File: src/design/m640_pkg.sv
package m640_pkg;

    // Item codes carried in the func field.
    localparam logic [1:0] FUNC_LOAD   = 2'd0;
    localparam logic [1:0] FUNC_STEP   = 2'd1;
    localparam logic [1:0] FUNC_UPDATE = 2'd2;

    localparam int NUM_WORDS = 5;
    localparam int NUM_LANES = 4;
    localparam logic [3:0] LAST_HALF_INDEX = 4'd9;

    // Per-round lane rotation amounts and word rotation as a lane offset.
    localparam logic [4:0] LANE_ROT [NUM_WORDS] = '{5'd5, 5'd31, 5'd7, 5'd22, 5'd13};
    localparam logic [1:0] WORD_ROT_SRC [NUM_WORDS] = '{2'd3, 2'd2, 2'd1, 2'd2, 2'd3};

    // Word, then lane, then bit.
    typedef logic [NUM_WORDS-1:0][NUM_LANES-1:0][31:0] t_state;

    typedef struct packed {
        logic [1:0]  func;
        logic [3:0]  word_index;
        logic [63:0] word_data;
    } t_in;

    typedef struct packed {
        logic [63:0] keystream_low;
        logic [63:0] keystream_high;
    } t_out;

    function automatic logic [31:0] rotl32(input logic [31:0] x, input logic [4:0] n);
        logic [63:0] d;
        d = {x, x} << n;
        return d[63:32];
    endfunction

endpackage

File: src/design/morus640_keystream_step.sv
// MORUS-640 state and keystream step. One beat enters per cycle when the
// result side keeps up: each item is held in the input register and is
// then applied to the state, with the update rounds computed combinationally;
// a step's keystream beat is registered in the output register as the step
// is applied. Loads write one 64-bit half of a state word, steps give the
// keystream and then run the five update rounds, update-only items run
// the rounds silently. The input side stalls only while a step waits for
// the output register to be taken.
module morus640_keystream_step (
    input  logic            i_clk,
    input  logic            i_rst_n,
    input  logic            i_in_valid,
    output logic            o_in_stall,
    input  m640_pkg::t_in   i_in,
    output logic            o_out_valid,
    input  logic            i_out_stall,
    output m640_pkg::t_out  o_out
);
    import m640_pkg::*;

    logic   r_in_valid;
    t_in    r_in;
    t_state r_state;
    t_state n_state;
    t_state w_upd_state;
    logic   r_out_valid;
    t_out   r_out;
    logic   w_out_free;
    logic   w_is_step;
    logic   w_adv;
    logic [NUM_LANES-1:0][31:0] w_ks;

    assign w_out_free = !r_out_valid || !i_out_stall;
    assign w_is_step  = r_in.func == FUNC_STEP;
    assign w_adv      = r_in_valid && (!w_is_step || w_out_free);
    assign o_in_stall = r_in_valid && !w_adv;

    m640_update u_update (
        .i_state (r_state),
        .o_state (w_upd_state)
    );

    always_comb begin
        for (int i = 0; i < NUM_LANES; i++) begin
            w_ks[i] = r_state[0][i] ^ r_state[1][2'(i + 1)]
                    ^ (r_state[2][i] & r_state[3][i]);
        end
    end

    always_comb begin
        n_state = r_state;
        if (w_adv) begin
            case (r_in.func)
                FUNC_LOAD: begin
                    if (r_in.word_index <= LAST_HALF_INDEX) begin
                        n_state[r_in.word_index[3:1]][{r_in.word_index[0], 1'b0}] =
                            r_in.word_data[31:0];
                        n_state[r_in.word_index[3:1]][{r_in.word_index[0], 1'b1}] =
                            r_in.word_data[63:32];
                    end
                end
                FUNC_STEP, FUNC_UPDATE: n_state = w_upd_state;
                default: n_state = r_state;
            endcase
        end
    end

    always_ff @(posedge i_clk) begin
        if (!i_rst_n) begin
            r_in_valid  <= 1'b0;
            r_out_valid <= 1'b0;
            r_state     <= '0;
        end else begin
            r_state <= n_state;
            if (!o_in_stall) begin
                r_in_valid <= i_in_valid;
            end
            if (w_out_free) begin
                r_out_valid <= w_adv && w_is_step;
            end
        end
    end

    always_ff @(posedge i_clk) begin
        if (i_in_valid && !o_in_stall) begin
            r_in <= i_in;
        end
        if (w_adv && w_is_step) begin
            r_out.keystream_low  <= {w_ks[1], w_ks[0]};
            r_out.keystream_high <= {w_ks[3], w_ks[2]};
        end
    end

    assign o_out_valid = r_out_valid;
    assign o_out       = r_out;

`ifndef SYNTHESIS
    a_stall_only_for_step: assert property (@(posedge i_clk) disable iff (!i_rst_n)
        o_in_stall |-> r_in_valid && w_is_step && r_out_valid && i_out_stall)
        else $error("input stalled without a blocked step");

    a_step_gives_beat: assert property (@(posedge i_clk) disable iff (!i_rst_n)
        w_adv && w_is_step |=> o_out_valid)
        else $error("step did not produce an output beat");

    a_silent_items: assert property (@(posedge i_clk) disable iff (!i_rst_n)
        w_adv && !w_is_step && w_out_free |=> !o_out_valid)
        else $error("load or update-only item produced an output beat");

    a_state_holds: assert property (@(posedge i_clk) disable iff (!i_rst_n)
        !w_adv |=> $stable(r_state))
        else $error("state changed without an item being applied");
`endif

endmodule

File: src/design/m640_update.sv
module m640_update (
    input  m640_pkg::t_state i_state,
    output m640_pkg::t_state o_state
);
    import m640_pkg::*;

    // Five rounds with a zero message; round j works on words j .. j+3 mod 5.
    always_comb begin
        t_state                     st;
        logic [NUM_LANES-1:0][31:0] moved;
        logic [2:0]                 a;
        logic [2:0]                 b;
        logic [2:0]                 c;
        logic [2:0]                 d;
        logic [1:0]                 ln;
        logic [1:0]                 src;
        st = i_state;
        for (int j = 0; j < NUM_WORDS; j++) begin
            a = 3'(j);
            b = 3'((j + 1) % NUM_WORDS);
            c = 3'((j + 2) % NUM_WORDS);
            d = 3'((j + 3) % NUM_WORDS);
            for (int i = 0; i < NUM_LANES; i++) begin
                ln = 2'(i);
                st[a][ln] = rotl32(st[a][ln] ^ st[d][ln] ^ (st[b][ln] & st[c][ln]),
                                   LANE_ROT[j]);
            end
            for (int i = 0; i < NUM_LANES; i++) begin
                ln  = 2'(i);
                src = ln + WORD_ROT_SRC[j];
                moved[ln] = st[d][src];
            end
            st[d] = moved;
        end
        o_state = st;
    end

endmodule
File: config.mk
export PLATFORM = sky130hd
export DESIGN_NAME = morus640_keystream_step
export DESIGN_NICKNAME = d
export VERILOG_FILES = /design/src/design/m640_pkg.sv /design/src/design/morus640_keystream_step.sv /design/src/design/m640_update.sv
export SDC_FILE = /design/constraint.sdc
export NUM_CORES = 2
export LEC_CHECK = 0
export BUFFER_PORTS_ARGS = -buffer_cell sky130_fd_sc_hd__buf_2
export CORE_MARGIN = 2
export CORE_UTILIZATION = 38
export DETAILED_ROUTE_END_ITERATION = 7
export HOLD_SLACK_MARGIN = 0.12
export PLACE_DENSITY = 0.58
export SYNTH_ARGS = -nofsm -noshare
export SYNTH_HDL_FRONTEND = slang
export SYNTH_SLANG_ARGS = --single-unit
File: constraint.sdc
create_clock -name i_clk -period 5.83 [get_ports i_clk]
set_clock_uncertainty 0.1 [all_clocks]
set_input_delay 0.2915 -clock i_clk [delete_from_list [all_inputs] [get_ports i_clk]]
set_output_delay 0.2915 -clock i_clk [all_outputs]
set_load 0.01 [all_outputs]
### After elaboration in Yosys (flattened, before gate mapping)

Cells that the tools add are included.
W data, S select, Z words.

| word-level totals | value |
|---|---|
| register bits after elaboration | 776 |
| bits of input ports | 74 |
| output and inout port bits | 130 |

| operators by class | value |
|---|---|
| $lt $le $gt $ge | 7 |
| equality and inequality tests | 3 |
| mux-type cells | 12 |
| bitwise logic cells | 66 |
| reductions and logical operators | 18 |

Operator list:

| kind | count |
|---|---|
| $xor A32 B32 Y32 | 44 |
| $bwmux W640 | 2 |
| $pmux W640 S2 | 1 |
| $demux W128 S3 | 2 |
| $and A32 B32 Y32 | 22 |
| $mux W640 | 1 |
| $mux W128 | 1 |
| $mux W96 | 1 |
| $demux W32 S1 | 2 |
| $mux W32 | 2 |
| $logic_and A1 B1 Y1 | 7 |
| $lt A2 B3 Y1 const B | 2 |
| $logic_not A1 Y1 | 5 |
| $ge A2 B1 Y1 const B | 2 |
| $le A4 B4 Y1 const B | 1 |
| $lt A3 B4 Y1 const B | 1 |
| $ge A3 B1 Y1 const B | 1 |
| $reduce_and A3 Y1 | 1 |
| $eq A2 B1 Y1 const B | 1 |
| $eq A2 B2 Y1 const B | 1 |
| $logic_not A2 Y1 | 1 |
| $logic_or A1 B1 Y1 | 2 |
| $ne A2 B2 Y1 const B | 1 |
| $reduce_bool A2 Y1 | 1 |
| $reduce_or A2 Y1 | 1 |

### Depth between registers and ports, before layout

| depth | value |
|---|---|
| depth after elaboration | 10 |
| gate-level depth with buffers | 11 |
| gate-level depth less buffers | 7 |

### Hierarchy

A second synthesis with hierarchy kept.

| unflattened totals | value |
|---|---|
| cell total of the unflattened synthesis | 5,576 |
| area, all modules | 52,357.7 um^2 |

Modules (own cells, without submodules):

| module | instances | cells an instance | area an instance (um^2) | sequential area each (um^2) |
|---|---|---|---|---|
| morus640_keystream_step | 1 | 3,560 | 35,942.0 | 16,876.2 |
| m640_update | 1 | 2,016 | 16,415.7 | 0.0 |

### Least setup slack after synthesis

No wires, ideal clock.

| path | value |
|---|---|
| kind | register to register |
| from | reg r_in[68] in the netlist's numbering |
| to | reg r_in[0] in the netlist's numbering, enable pin |
| library setup time | 0.507 ns |
| arrival time | 3.903 ns |
| data required time | 5.223 ns |
| path slack | 1.320 ns |
| stages on the path, launching flop included | 5 |
| buffers on the path | 0 |
| clock period less this slack | 4.510 ns |
| path through | edfxtp_1 ha_1 nand2_1 nor2_1 nor2b_1 |

| between the ends | value |
|---|---|
| longest elaborated chain between the ends | 8 |

Ends and longest elaborated chain:

| what | line | RTL |
|---|---|---|
| from (decl) | morus640_keystream_step.sv:22 | `t_in r_in;` |
| from (signal assigned) | morus640_keystream_step.sv:86 | `r_in <= i_in;` |
| $eq A2 B1 Y1 | morus640_keystream_step.sv:34 | `assign w_is_step = r_in.func == FUNC_STEP;` |
| $logic_not A1 Y1 | morus640_keystream_step.sv:35 | `assign w_adv = r_in_valid && (!w_is_step \|\| w_out_free);` |
| $logic_or A1 B1 Y1 | morus640_keystream_step.sv:35 |  |
| $logic_and A1 B1 Y1 | morus640_keystream_step.sv:35 |  |
| $logic_not A1 Y1 | morus640_keystream_step.sv:36 | `assign o_in_stall = r_in_valid && !w_adv;` |
| $logic_and A1 B1 Y1 | morus640_keystream_step.sv:36 |  |
| named net o_in_stall | morus640_keystream_step.sv:13 | `output logic o_in_stall,` |
| $logic_not A1 Y1 | morus640_keystream_step.sv:85 | `if (i_in_valid && !o_in_stall) begin` |
| $logic_and A1 B1 Y1 | morus640_keystream_step.sv:85 |  |

The timed path passes the listed nets, and every way through them passes these cells.
A chain may end at the register's enable or synchronous reset.

### Final worst setup path

| path | value |
|---|---|
| from | reg r_in[68] in the netlist's numbering |
| to | reg r_state[558] in the netlist's numbering |

| between the ends | value |
|---|---|
| longest elaborated chain between the ends | 5 |
| elaborated cells on any way between the ends | 11 |
| classes of those cells | eq/ne: 3; mux: 1; reduce/logical: 7 |

Ends and longest elaborated chain:

| what | line | RTL |
|---|---|---|
| $eq A2 B1 Y1 | morus640_keystream_step.sv:34, morus640_keystream_step.sv:53 |  |
| $logic_not A1 Y1 | morus640_keystream_step.sv:35 |  |
| $logic_or A1 B1 Y1 | morus640_keystream_step.sv:35 |  |
| $logic_and A1 B1 Y1 | morus640_keystream_step.sv:35 |  |
| $reduce_and A3 Y1 (no source line) | n/a |  |
| to (signal assigned) | morus640_keystream_step.sv:74 | `r_state <= n_state;` |
| to (decl) | morus640_keystream_step.sv:23 | `t_state r_state;` |

Parallel ways exist; a longest one is shown, timed or not.

==> results.cfg <==
[run_status]
status = finished clean

[global_routing]
antenna_found_initial = 28
grt_max_degree = 186
overflow = 0
grt_pass1_vias = 37700
track_usage_pct = 37.2
grt_pass1_wl_um = 328000

[synthesis]
synth_top_cell_by_area = dfxtp_1
yosysMostFrequentCell = xnor2_1
synth_flop_cell = dfxtp_1
synth_edf_count = 134
synth.avg_cell_area_um2 = 9.05
synth_seq_cells = 776
ys_seq_area_share_pct = 35.7
synth.top_cells.by_count = xnor2_1 (1045), nand2_1 (660), dfxtp_1 (642), a21oi_1 (521), o21ai_0 (372)
ys_top_cells_by_area = dfxtp_1 (27%), xnor2_1 (19%), edfxtp_1 (8.5%), xnor3_1 (5.9%), a21oi_1 (5.5%)
async_reset_ff_share_pct = 0
synth_cells = 5231
synth_top_area_share_pct = 27.2
synth_warnings = 0
synth_area_um2 = 47300
synthDistinctLibCells = 42

[drt]
wl_per_cell_um = 34.7
avgViaCountPerCell = 5.97
drt-total-wl_um = 243000
drt_iter0_drc = 6093
vias = 41800
drtPass1Iterations = 6
drtAntennaViolNets = 0
drc_errors = 0

[power]
power-per-cell-area_nw_per_um2 = 313
p_sw_uw = 6110
p_int_uw = 10500
ir_worst_vdd_v = 0.000221
clock_power_share_pct = 36.5
seqPwrFrac_pct = 37.1
switching_share_pct = 36.7
p_leak_uw = 0.0171
combPwrFrac_pct = 26.4

[setup_path]
arrival_ps = 3850
r2r_slack_ps = 2520
crit_path_start_kind = flop
cp_max_fo = 65
required_ps = 6370
r2r_start = r_in[68]
ff2ff_path_depth = 6
regToRegEndpoint = r_state[558]
crit_path_end_kind = flop
critical_path_class = flop to flop

[clock_tree]
cts_buffer_depth = 3
cts_max_level = 3
post_cts_buffers = 0
clock-root-buffer = clkbuf_16
clk_latency_ps = 720
cts_sinks = 776
cts_tree = yes
cts_buffers = 94
clkTransAtPathRegs_ps = 60
hold_buffers = 74
cts_resized = 0

[die]
design.core.area_um2 = 124000
die_h_um = 357
row_count = 129
num_io_pins = 204
die-area_um2 = 127000
start_util_pct = 38.3
die_x_um = 357

[job]
max_cap_violations = 0

[final_layout]
fin_nets = 5350
drive_above_1_share_pct = 9.92
areaGrowthSynthToFinish_pct = 12.3

[sta]
min_period_ps = 3310
slew_headroom_pct = 10.6
grt_setup_unrepaired = false
final.period_utilization_pct = 56.7
tns_ps = 0
maxSlewViolCount = 0
setup_violations = 0
fmax_ghz = 0.303
tightest_slew_ps = 1330
hold_viol_final = 0
finalWorstSetupSlack_ps = 2520

[placement]
gp_congestion = 1.04
dpl.hpwl_um = 186000
pre_cts_ws_ps = 2590
port_buffers = 139

[hold_path]
holdPathStages = 2
hold_path.startpoint = i_in[21]
hold_class = primary input to flop
hold_end = r_in[21]
==> through the flow <==
| step | power (uW) | instances | util, % | hold slack (ps) | area (um2) |
|---|---|---|---|---|---|
| after floorplan | 8270 | 5294 | - | 290 | 47600 |
| after global placement | 10400 | 6741 | 39.9 | 368 | 49300 |
| after detailed placement | 10400 | 6741 | 39.9 | 370 | 49300 |
| after CTS | 16500 | 6992 | 43.0 | 160 | 53100 |
| after global routing | 16800 | 6992 | 43.0 | 180 | 53100 |
| final | 16700 | 6998 | 43.0 | 178 | 53100 |
==> cell families after synthesis <==
kind of cell	share of synthesized area, %
adders and majority gates	0.0529
buffers and inverters	4.45
DFF	35.7
muxes	2.45
and+or+nand+nor	12.3
AOI/OAI and AO/OA	17.2
xor gates and xnor gates	27.9
other	0.00793
==> registers in the layout, summed over array words and instances (netlist names) <==
| register | flops |
|---|---|
| r_state | 640 |
| r_in | 70 |
| r_in_valid | 1 |
| o_out | 64 |
| o_out_valid | 1 |
==> placed cells by master, fill, tap and decap left out, types with 3 or more instances in the layout <==
master / count
xor2_1: 106
a21oi_4: 5
edfxtp_1: 134
xnor2_1: 1045
o21a_1: 10
buf_4: 87
o21ai_0: 372
o211ai_1: 268
dfxtp_1: 642
buf_2: 138
clkinv_1: 16
inv_1: 3
conb_1: 64
bufinv_16: 6
o211a_1: 12
nor2_4: 5
clkbuf_1: 21
clkinv_2: 19
nand2_1: 659
o221a_2: 115
a21oi_1: 516
xnor3_1: 124
buf_12: 15
o221a_1: 9
xor3_1: 4
diode_2: 6
xor2_2: 12
nor2_1: 195
mux2i_1: 116
nand3_1: 130
clkbuf_16: 99
nor2b_1: 292
clkbuf_8: 9
dlygate4sd3_1: 74
==> worst max-delay path, stage by stage, from the launching register on <==
cell and delay, ps:
edfxtp_1 350, inv_1 70, ha_4 500, a21o_4 770, and2_4 1000, o211ai_1 190
a21oi_1 160
==> worst max path at each step <==
stage	start	end	slack, ps	depth (start not counted)
after floorplan	r_in[68]	r_in[0]	1320	4
after global placement	r_in[68]	r_state[530]	2610	6
after detailed placement	r_in[68]	r_state[524]	2590	6
after CTS	r_in[68]	r_state[560]	2580	6
after global routing	r_in[68]	r_state[588]	2420	8
final	r_in[68]	r_state[558]	2520	6
==> power by group through the flow <==
stage                     clock (uW)  sequential, uW  combinational [uW]
after floorplan                    0            6050                2210
after global placement             0            6270                4120
after detailed placement           0            6260                4100
after CTS                       6140            6150                4160
after global routing            6330            6190                4330
final                           6080            6170                4400
==> routing by layer <==
metal / GRT usage [%] / share of wire, %
met2: 53.7 / 41
met5: 0.148 / 0.088
met1: 48.9 / 40
met3: 10.6 / 12
met4: 23.1 / 7.4
==> layout make-up <==
cell class	instances	area, um2
antenna	6	15.0
clock buffer	129	2680
clock inverter	48	402
fill	12300	70500
inverter	4	22.5
multi-input combinational	4083	28700
sequential	776	16900
tap	1637	2050
timing repair buffer	315	2400
Power figures use the tool's default switching activity.
